## src/hdl/ahc_pkg.sv

```systemverilog
// shared types, codes and helper functions for the advertising record classifier
package ahc_pkg;

    typedef enum logic [1:0] {
        PH_LENGTH = 2'd0,
        PH_TYPE   = 2'd1,
        PH_VALUE  = 2'd2
    } t_phase;

    typedef enum logic [1:0] {
        KIND_OTHER  = 2'd0,
        KIND_UUID16 = 2'd1,
        KIND_APPEAR = 2'd2
    } t_kind;

    typedef enum logic [2:0] {
        CLS_NONE        = 3'd0,
        CLS_GENERIC     = 3'd1,
        CLS_KEYBOARD    = 3'd2,
        CLS_MOUSE       = 3'd3,
        CLS_UNSUPPORTED = 3'd4,
        CLS_CONFLICT    = 3'd5
    } t_cls;

    localparam logic [7:0]  AD_UUID16_INC = 8'h02;
    localparam logic [7:0]  AD_UUID16_CMP = 8'h03;
    localparam logic [7:0]  AD_APPEAR     = 8'h19;
    localparam logic [7:0]  APPEAR_LEN    = 8'd3;
    localparam logic [15:0] UUID_HID      = 16'h1812;
    localparam logic [15:0] APP_GENERIC   = 16'h03c0;
    localparam logic [15:0] APP_KEYBOARD  = 16'h03c1;
    localparam logic [15:0] APP_MOUSE     = 16'h03c2;
    localparam logic [15:0] APP_HID_MASK  = 16'hffc0;

    typedef struct packed {
        t_phase     phase;
        logic [7:0] bytes_left;
        t_kind      kind;
        logic [7:0] low_half;
        logic       half_select;
        logic       item_hid;
        t_cls       item_class;
        logic       com_hid;
        t_cls       com_class;
        logic       err;
        logic       term;
    } t_state;

    typedef struct packed {
        logic       record_ok;
        logic       hid_found;
        logic [2:0] appearance_class;
    } t_result;

    localparam t_state STATE_RESET = '{
        phase:       PH_LENGTH,
        bytes_left:  8'd0,
        kind:        KIND_OTHER,
        low_half:    8'd0,
        half_select: 1'b0,
        item_hid:    1'b0,
        item_class:  CLS_NONE,
        com_hid:     1'b0,
        com_class:   CLS_NONE,
        err:         1'b0,
        term:        1'b0
    };

    function automatic t_cls sort_appearance(input logic [15:0] a);
        t_cls c;
        if (a == APP_GENERIC) c = CLS_GENERIC;
        else if (a == APP_KEYBOARD) c = CLS_KEYBOARD;
        else if (a == APP_MOUSE) c = CLS_MOUSE;
        else if ((a & APP_HID_MASK) == APP_GENERIC) c = CLS_UNSUPPORTED;
        else c = CLS_NONE;
        return c;
    endfunction

    function automatic t_cls join_class(input t_cls cur, input t_cls seen);
        t_cls c;
        if (seen == CLS_NONE) c = cur;
        else if (cur == CLS_NONE || cur == seen) c = seen;
        else c = CLS_CONFLICT;
        return c;
    endfunction

endpackage

```

## src/hdl/ahc_if.sv

```systemverilog
// valid/ready channel interfaces for record bytes and classification results
interface ahc_in_if;
    logic       valid;
    logic       ready;
    logic [7:0] data_byte;
    logic       last_byte;
    logic       empty_record;

    modport source (output valid, output data_byte, output last_byte,
                    output empty_record, input ready);
    modport sink   (input valid, input data_byte, input last_byte,
                    input empty_record, output ready);
endinterface

interface ahc_out_if;
    logic       valid;
    logic       ready;
    logic       record_ok;
    logic       hid_found;
    logic [2:0] appearance_class;

    modport source (output valid, output record_ok, output hid_found,
                    output appearance_class, input ready);
    modport sink   (input valid, input record_ok, input hid_found,
                    input appearance_class, output ready);
endinterface

```

## src/hdl/ahc_step.sv

```systemverilog
// per-byte parser update: next state and end-of-record result
module ahc_step
    import ahc_pkg::*;
(
    input  t_state     i_state,
    input  logic [7:0] i_data_byte,
    input  logic       i_last_byte,
    input  logic       i_empty_record,
    output t_state     o_state,
    output logic       o_emit,
    output t_result    o_result
);

    t_state     s;
    logic [7:0] vlen;
    logic [15:0] word;
    t_cls       cls;

    assign vlen = 8'(i_state.bytes_left - 8'd1);
    assign word = {i_data_byte, i_state.low_half};
    assign cls  = sort_appearance(word);

    always_comb begin
        s = i_state;
        if (!i_state.err) begin
            if (i_state.term) begin
                // any byte after a terminator
                s.err = 1'b1;
            end else if (i_state.phase == PH_LENGTH) begin
                if (i_data_byte == 8'd0) begin
                    s.term = 1'b1;
                end else begin
                    s.bytes_left = i_data_byte;
                    s.phase      = PH_TYPE;
                end
            end else if (i_state.phase == PH_TYPE) begin
                s.kind        = KIND_OTHER;
                s.low_half    = 8'd0;
                s.half_select = 1'b0;
                s.item_hid    = 1'b0;
                s.item_class  = CLS_NONE;
                if (i_data_byte == AD_UUID16_INC || i_data_byte == AD_UUID16_CMP) begin
                    s.kind = KIND_UUID16;
                    if (vlen[0]) s.err = 1'b1;
                end else if (i_data_byte == AD_APPEAR) begin
                    s.kind = KIND_APPEAR;
                    if (i_state.bytes_left != APPEAR_LEN) s.err = 1'b1;
                end
                if (!s.err) begin
                    s.bytes_left = vlen;
                    if (vlen == 8'd0) begin
                        // type-only structure completes here
                        s.phase = PH_LENGTH;
                        s.kind  = KIND_OTHER;
                    end else begin
                        s.phase = PH_VALUE;
                    end
                end
            end else begin
                if (!i_state.half_select) begin
                    s.low_half    = i_data_byte;
                    s.half_select = 1'b1;
                end else begin
                    s.half_select = 1'b0;
                    if (i_state.kind == KIND_UUID16) begin
                        if (word == UUID_HID) s.item_hid = 1'b1;
                    end else if (i_state.kind == KIND_APPEAR) begin
                        s.item_class = cls;
                        if (cls != CLS_NONE) s.item_hid = 1'b1;
                    end
                end
                s.bytes_left = vlen;
                if (vlen == 8'd0) begin
                    // commit the finished structure
                    if (s.item_hid) s.com_hid = 1'b1;
                    if (s.kind == KIND_APPEAR) s.com_class = join_class(s.com_class, s.item_class);
                    s.kind        = KIND_OTHER;
                    s.low_half    = 8'd0;
                    s.half_select = 1'b0;
                    s.item_hid    = 1'b0;
                    s.item_class  = CLS_NONE;
                    s.phase       = PH_LENGTH;
                end
            end
        end

        o_emit   = i_empty_record || i_last_byte;
        o_result = '{record_ok: 1'b1, hid_found: 1'b0, appearance_class: 3'd0};
        o_state  = s;
        if (i_empty_record) begin
            o_state = STATE_RESET;
        end else if (i_last_byte) begin
            // a structure still open at the end is truncated
            o_result.record_ok        = !(s.err || s.phase != PH_LENGTH);
            o_result.hid_found        = s.com_hid;
            o_result.appearance_class = s.com_class;
            o_state                   = STATE_RESET;
        end
    end

endmodule

```

## src/hdl/adv_record_hid_classifier.sv

```systemverilog
// a result is registered in the result register once its last byte has passed the input register
// throughput: one byte per cycle; the input register and the result register
// decouple the two channels, so bytes keep flowing while a result waits
// a stalled result only holds back a following byte that ends another record
// reset: synchronous active-low i_rst_n clears both valids and the parser state
module adv_record_hid_classifier
    import ahc_pkg::*;
(
    input  logic      i_clk,
    input  logic      i_rst_n,
    ahc_in_if.sink    i_in,
    ahc_out_if.source o_res
);

    logic       r_in_valid;
    logic [7:0] r_data_byte;
    logic       r_last_byte;
    logic       r_empty_record;
    t_state     r_state;
    t_state     n_state;
    logic       r_out_valid;
    t_result    r_result;
    t_result    n_result;
    logic       emit;
    logic       step_go;

    ahc_step u_step (
        .i_state        (r_state),
        .i_data_byte    (r_data_byte),
        .i_last_byte    (r_last_byte),
        .i_empty_record (r_empty_record),
        .o_state        (n_state),
        .o_emit         (emit),
        .o_result       (n_result)
    );

    assign step_go    = r_in_valid && (!emit || !r_out_valid || o_res.ready);
    assign i_in.ready = !r_in_valid || step_go;

    always_ff @(posedge i_clk) begin
        if (!i_rst_n) begin
            r_in_valid  <= 1'b0;
            r_out_valid <= 1'b0;
            r_state     <= STATE_RESET;
        end else begin
            if (i_in.ready) r_in_valid <= i_in.valid;
            if (step_go) r_state <= n_state;
            if (step_go && emit) r_out_valid <= 1'b1;
            else if (o_res.ready) r_out_valid <= 1'b0;
        end
    end

    always_ff @(posedge i_clk) begin
        if (i_in.ready && i_in.valid) begin
            r_data_byte    <= i_in.data_byte;
            r_last_byte    <= i_in.last_byte;
            r_empty_record <= i_in.empty_record;
        end
        if (step_go && emit) r_result <= n_result;
    end

    assign o_res.valid            = r_out_valid;
    assign o_res.record_ok        = r_result.record_ok;
    assign o_res.hid_found        = r_result.hid_found;
    assign o_res.appearance_class = r_result.appearance_class;

endmodule

```

## src/flat_wrapper.sv

```systemverilog
// flat-port wrapper written by rule: the top's interface ports become plain ports
module adv_record_hid_classifier_flat import ahc_pkg::*;
  (i_clk, i_rst_n, i_in_valid, i_in_data_byte, i_in_last_byte, i_in_empty_record, i_in_ready, o_res_valid, o_res_record_ok, o_res_hid_found, o_res_appearance_class, o_res_ready);
  ahc_in_if i_in_i ();
  ahc_out_if o_res_i ();
  input  logic i_clk;
  input  logic i_rst_n;
  input wire logic [$bits(i_in_i.valid)-1:0] i_in_valid;
  input wire logic [$bits(i_in_i.data_byte)-1:0] i_in_data_byte;
  input wire logic [$bits(i_in_i.last_byte)-1:0] i_in_last_byte;
  input wire logic [$bits(i_in_i.empty_record)-1:0] i_in_empty_record;
  output wire logic [$bits(i_in_i.ready)-1:0] i_in_ready;
  output wire logic [$bits(o_res_i.valid)-1:0] o_res_valid;
  output wire logic [$bits(o_res_i.record_ok)-1:0] o_res_record_ok;
  output wire logic [$bits(o_res_i.hid_found)-1:0] o_res_hid_found;
  output wire logic [$bits(o_res_i.appearance_class)-1:0] o_res_appearance_class;
  input wire logic [$bits(o_res_i.ready)-1:0] o_res_ready;
  assign i_in_i.valid = i_in_valid;
  assign i_in_i.data_byte = i_in_data_byte;
  assign i_in_i.last_byte = i_in_last_byte;
  assign i_in_i.empty_record = i_in_empty_record;
  assign i_in_ready = i_in_i.ready;
  assign o_res_valid = o_res_i.valid;
  assign o_res_record_ok = o_res_i.record_ok;
  assign o_res_hid_found = o_res_i.hid_found;
  assign o_res_appearance_class = o_res_i.appearance_class;
  assign o_res_i.ready = o_res_ready;
  adv_record_hid_classifier u_core (.i_clk(i_clk), .i_rst_n(i_rst_n), .i_in(i_in_i), .o_res(o_res_i));
endmodule
```

## config.mk

```make
export PLATFORM = sky130hd
export DESIGN_NAME = adv_record_hid_classifier_flat
export DESIGN_NICKNAME = d
export VERILOG_FILES = /design/src/hdl/ahc_pkg.sv /design/src/hdl/ahc_if.sv /design/src/hdl/ahc_step.sv /design/src/hdl/adv_record_hid_classifier.sv /design/src/flat_wrapper.sv
export SDC_FILE = /design/constraint.sdc
export NUM_CORES = 1
export LEC_CHECK = 0
export BUFFER_PORTS_ARGS = -buffer_cell sky130_fd_sc_hd__buf_4
export CAP_MARGIN = 20
export CORE_UTILIZATION = 50
export CTS_BUF_LIST = sky130_fd_sc_hd__clkbuf_4
export CTS_CLUSTER_DIAMETER = 200
export CTS_CLUSTER_SIZE = 10
export DETAILED_ROUTE_END_ITERATION = 6
export PLACE_DENSITY_LB_ADDON = 0.12
export SLEW_MARGIN = 10
export SYNTH_ARGS = -nofsm -noshare
export SYNTH_HDL_FRONTEND = slang
export SYNTH_HIERARCHICAL = 1
export SYNTH_SLANG_ARGS = --single-unit
```

## constraint.sdc

```tcl
create_clock -name i_clk -period 4 [get_ports i_clk]
set_clock_uncertainty 0.15 [all_clocks]
set_input_delay 0.2 -clock i_clk [delete_from_list [all_inputs] [get_ports i_clk]]
set_output_delay 0.2 -clock i_clk [all_outputs]
set_load 0.02 [all_outputs]
```

After elaboration in Yosys (flattened, before gate mapping)
Index checks and enable logic that the tools add are counted.
{ "op_classes": {"multipliers": 0, "bitwise_logic": 1, "mux": 51, "div": 0, "n_eq_ne": 19, "shift": 0, "reduce_logical": 29, "addsub": 1, "order_cmp": 0} }
{ "ops": {"columns": ["cell", "n"], "rows": [
  ["31-bit two-way mux", 3],
  ["16-bit by 10-bit == test with 1-bit output (second input constant)", 3],
  ["29-bit two-way mux", 1],
  ["4-bit two-way mux", 7],
  ["25-bit two-way mux", 1],
  ["3-bit two-way mux", 8],
  ["1-bit two-way mux", 20],
  ["10-bit two-way mux", 2],
  ["20-bit two-way mux", 1],
  ["19-bit two-way mux", 1],
  ["16-bit by 13-bit == test with 1-bit output (second input constant)", 1],
  ["8-bit by 2-bit == test with 1-bit output (second input constant)", 2],
  ["8-bit zero test", 2],
  ["5-bit AND reduction", 3],
  ["12-bit two-way mux", 1],
  ["10-bit by 4-bit == test with 1-bit output (second input constant)", 1],
  ["2-bit two-way mux", 5],
  ["5-bit by 3-bit inequality test with 1-bit output (second input constant)", 2],
  ["3-bit by 1-bit inequality test with 1-bit output (second input constant)", 3],
  ["8-bit by 5-bit == test with 1-bit output (second input constant)", 1],
  ["8-bit two-way mux", 1],
  ["8-bit by 2-bit inequality test with 1-bit output (second input constant)", 1],
  ["8-bit by 1-bit subtractor with 8-bit output (second input constant)", 1],
  ["1-bit logical OR", 7],
  ["other kinds (15)", 23]
]} }
{ "word_totals": {"word_cells": 120, "mem_count": 0, "romBits": 0, "output_inout_bits": 7, "latchBits": 0, "register_bits": 48, "mem_bits_rw": 0, "input_bits": 14} }

Depth between registers and ports, before layout
{ "logic_depth": {"depth_word": 27, "ltp_mapped": 10, "depth_no_buf": 10} }

Cells and area by module
Netlist, hierarchy kept.
{ "modules_own_cells": {"columns": ["module", "cells_per_inst", "area_per_inst_um2", "seq_area_each_um2", "n_inst"], "rows": [
  ["adv_record_hid_classifier", 160, 1791.7, 1111.1, 1],
  ["ahc_step", 216, 1296.2, 0.0, 1]
]} }

Worst setup path after synthesis
OpenSTA, ideal clock, no wires.
{ "synth_timing": {"path_kind": "flip-flop to flip-flop", "startpoint": "reg u_core.r_data_byte[2]", "endpoint": "reg u_core/r_state[3] (netlist name)", "stages_incl_launch_ff": 9, "period_less_slack_ps": 2975, "t_arrival_ps": 2753, "path_buffers": 1, "setup_ps": 72, "t_required_ps": 3778, "setup_slack_ps": 1025, "path_cell_list": "edfxtp_1 > or4_4 > or4_1 > buf_2 > o31a_1 > or4_1 > o22ai_1 > nand2_1 > mux2i_1"} }
{ "synth_rtl": {"columns": ["element", "line", "rtl"], "rows": [
  ["start, declared", "adv_record_hid_classifier.sv:16", "logic [7:0] r_data_byte;"],
  ["start signal, assigned", "adv_record_hid_classifier.sv:55", "r_data_byte <= i_in.data_byte;"],
  ["end signal, assigned", "adv_record_hid_classifier.sv:47", "if (step_go) r_state <= n_state;"],
  ["end, declared", "adv_record_hid_classifier.sv:19", "t_state r_state;"]
]} }

==> impl_metrics.toml <==
[worst_setup_path]
path_max_fanout = 9
regToRegSetupSlack_ns = 0.58
cp_common_cell = "nand2_1"
crit_path_end_kind = "register"
reg2regPathDepth = 8
crit_family = "simple AND/OR/NAND/NOR gates"
path_class = "register to register"
crit_start = "u_core/r_data_byte[2]"
r2r-start = "u_core/r_data_byte[2]"
worst-path-stages = 8
crit_chain = "or4_4 -> or4_1 -> o21ai_0 -> nand2_1 -> xnor2_1 -> o311a_1 -> nand2_1 -> mux2i_1"
startpoint_type = "register"
critPathBufInv = 0
slowest_delay_ns = 0.71
r2r_end = "u_core/r_state[2]"
slowest_stage = "or4_1"
crit_required_ns = 4.12
worstPathArrival_ns = 3.54
crit_end = "u_core/r_state[2]"

[clocking]
clkSinkCount = 48
htreeDepth = 2
cts_tree = "built"
post-cts-setup-buffers = 0
clockBufferDepth = 2
cts.clk_slew.worst_paths_ns = 0.15
clock_latency_ns = 0.38
numCtsBuffers = 5
cts-root-buf = "clkbuf_4"

[status]
status = "finished clean"

[power_and_ir_drop]
internal_power_uw = 689
power.share.combinational_pct = 11.8
ir_drop_mv = 0.157
seq_power_share_pct = 56.6
p_sw_uw = 238
netSwitchingFraction_pct = 25.7
total_power_uw = 927
p_clk_share_pct = 31.7
power_density_nw_per_um2 = 267
leakagePower_nw = 1.24

[yosys]
synth.distinct_cells = 58
yosys.area_share.simple_pct = 27.7
ys_ff_latch = 48
synthArstFlopShare_pct = 0
yosysWarnings = 6
muxShareOfSynthArea_pct = 10.0
synth_compound_area_share_pct = 19.2
syn_area_sq_um = 3090
synth_flop_cell = "dfxtp_1"
synth_edf_count = 15
postSynthCellCount = 376
synth_xor_area_share_pct = 1.42
ys_seq_area_share_pct = 36.0
synth_adder_area_share_pct = 1.22
synth_top_family_by_area = "simple AND/OR/NAND/NOR gates"
syn-num-nets = 393
syn_area_per_cell_sq_um = 8.21

[timing]
slew_headroom_pct = 52.3
final_hold_viol_count = 0
setup_violations = 0
max_freq_mhz = 293
fin_setup_tns_ns = 0
slew_viol_final = 0
hold_ws_ns = 0.0176
fin_ws_ns = 0.583
finalCritPeriodShare_pct = 85.4
rsz0062_at_grt = "false"
tightest_slew_ns = 0.709
post-route-min-period_ns = 3.42

[finish]
multi_input_area_sq_um = 1840
fin_nets = 417
register_area_sq_um = 1110
drive_gt1_share_pct = 11.2
fillers = 561
syn_to_final_growth_pct = 12.3
antenna_cells = 0

[detailed_routing]
ant_nets = 0
remaining_drc_errors = 0
via_per_inst = 6.06
first_iter_violations = 369
vias = 2885
dr.pass1.iters = 5
routedWlPerCell_microns = 16.6
drt-total-wl_microns = 7900

[placed_design]
portBuffers = 20
gp_congestion = 0.891
dp_slack_ns = 0.616
hpwl_microns = 5490

[run]
drv_cap = 0

[floorplanning]
ios = 21
fp-row-count = 28
die_x_microns = 80.6
die_area_sq_um = 6490
initial_core_util_pct = 51.8
core_area_sq_um = 5960
die_h_microns = 80.6

[global_routing]
grt-ovfl-total = 0
track_usage_pct = 26.1
grt_max_degree = 65
first_global_vias = 2543
grt_pass1_wl_microns = 12900
grt_antenna_before_repair = 0

[hold_path]
hp-class = "primary input to register"
-- cells in the final DEF (no fill, tap or decap), drive strengths merged, types with 4 or more instances in the layout --
| cell | netlist | layout |
|---|---|---|
| nand2 | 90 | 90 |
| dfxtp | 33 | 33 |
| mux2i | 31 | 31 |
| buf | 8 | 27 |
| nor2 | 26 | 26 |
| a21oi | 19 | 19 |
| edfxtp | 15 | 15 |
| o21ai | 14 | 14 |
| dlygate4sd3 | 0 | 12 |
| nand3 | 9 | 9 |
| nor3 | 9 | 9 |
| a22o | 8 | 8 |
| inv | 6 | 6 |
| a211oi | 6 | 6 |
| or4 | 6 | 6 |
| clkbuf | 14 | 5 |
| nor2b | 5 | 5 |
| nand2b | 4 | 4 |
| nor4 | 4 | 4 |
| or3 | 4 | 4 |
| xnor2 | 4 | 4 |
| o311a | 4 | 4 |
-- cell usage after synthesis (4+ instances only) --
cell      count  area share [%]
or4_1         4            0.97
nand2_1      90              11
o21ai_0      14             2.3
clkbuf_1     14             1.7
nor2b_1       4            0.81
nor4_1        4            0.81
o311a_1       4             1.3
or3_1         4            0.81
nor2_1       25             3.0
a211oi_1      6             1.5
nand2b_1      4            0.81
inv_1         6            0.73
mux2i_1      31              10
dfxtp_1      33              21
buf_2         4            0.65
xnor2_1       4             1.1
a22o_1        8             2.3
nor3_1        9             1.5
a21oi_1      19             3.1
edfxtp_1     15              15
nand3_1       9             1.5
-- power groups by stage --
stage | clock network (mW) | registers (mW) | logic, mW
3_3_place_gp | 0 | 0.535 | 0.0980
3_5_place_dp | 0 | 0.535 | 0.0985
5_1_grt | 0.315 | 0.526 | 0.119
6_report | 0.293 | 0.524 | 0.109
2_1_floorplan | 0 | 0.532 | 0.0707
4_1_cts | 0.300 | 0.524 | 0.108
-- worst min path at each step --
stage | startpoint | end | slack (ns) | depth (start not counted)
global placement | i_in_data_byte[2] | u_core/r_data_byte[2] | 0.23 | 1
global route | o_res_ready | u_core/o_res.valid | 0.006 | 3
floorplan | i_in_data_byte[0] | u_core/r_data_byte[0] | 0.15 | 0
finish | o_res_ready | u_core/o_res.valid | 0.02 | 3
CTS | o_res_ready | u_core/o_res.valid | 0.01 | 3
detailed placement | i_in_data_byte[4] | u_core/r_data_byte[4] | 0.23 | 1
-- registers in the layout, indices dropped and copies added, names as in the netlist --
signal,flops
u_core/o_res.appearance_class,3
u_core/o_res.hid_found,1
u_core/o_res.record_ok,1
u_core/o_res.valid,1
u_core/r_data_byte,8
u_core/r_empty_record,1
u_core/r_in_valid,1
u_core/r_last_byte,1
u_core/r_state,31
-- routing by layer --
metal | vias up | global-route usage (%) | routed length [microns]
li1 | 1422 | - | -
met1 | 1341 | 37.8 | 3720
met2 | 114 | 41.2 | 3600
met3 | 8 | 4.09 | 506
met4 | 0 | 4.64 | 76
met5 | - | 0 | 0
-- cell type report --
type	count	share of cell area (%)
clock inverters	3	1.08
well taps	75	2.71
multi-input cells	299	53.1
clock buffers	5	1.08
flip-flops and latches	48	32.0
repair buffers	39	9.24
inverters	7	0.758
-- metrics by stage --
| stage | std cells | cell area [sq um] | utilization [%] |
|---|---|---|---|
| 2_1_floorplan | 376 | 3090 | - |
| 3_3_place_gp | 455 | 3270 | 54.9 |
| 3_5_place_dp | 456 | 3270 | 54.9 |
| 4_1_cts | 476 | 3470 | 58.2 |
| 5_1_grt | 476 | 3470 | 58.2 |
| 6_report | 476 | 3470 | 58.2 |
-- what timing repair did --
item,CTS,global route
gates resized for setup,0,0
hold buffers,12,0
endpoints found under the hold margin,11,0
-- worst reg2reg max path, delay by kind of cell (launching register included) --
| kind | cells | cell delay [ns] |
|---|---|---|
| xor+xnor | 1 | 0.17 |
| compound gates | 2 | 0.88 |
| flops | 1 | 0.51 |
| mux | 1 | 0.08 |
| simple gates | 4 | 1.55 |
-- logic make-up after synthesis --
family | after synthesis
simple gates | 177
mux | 31
xor+xnor | 5
fa+ha+maj | 3
flops | 48
compound gates | 83
buf+inv | 29
No activity file was read; power rests on OpenSTA's default activity.
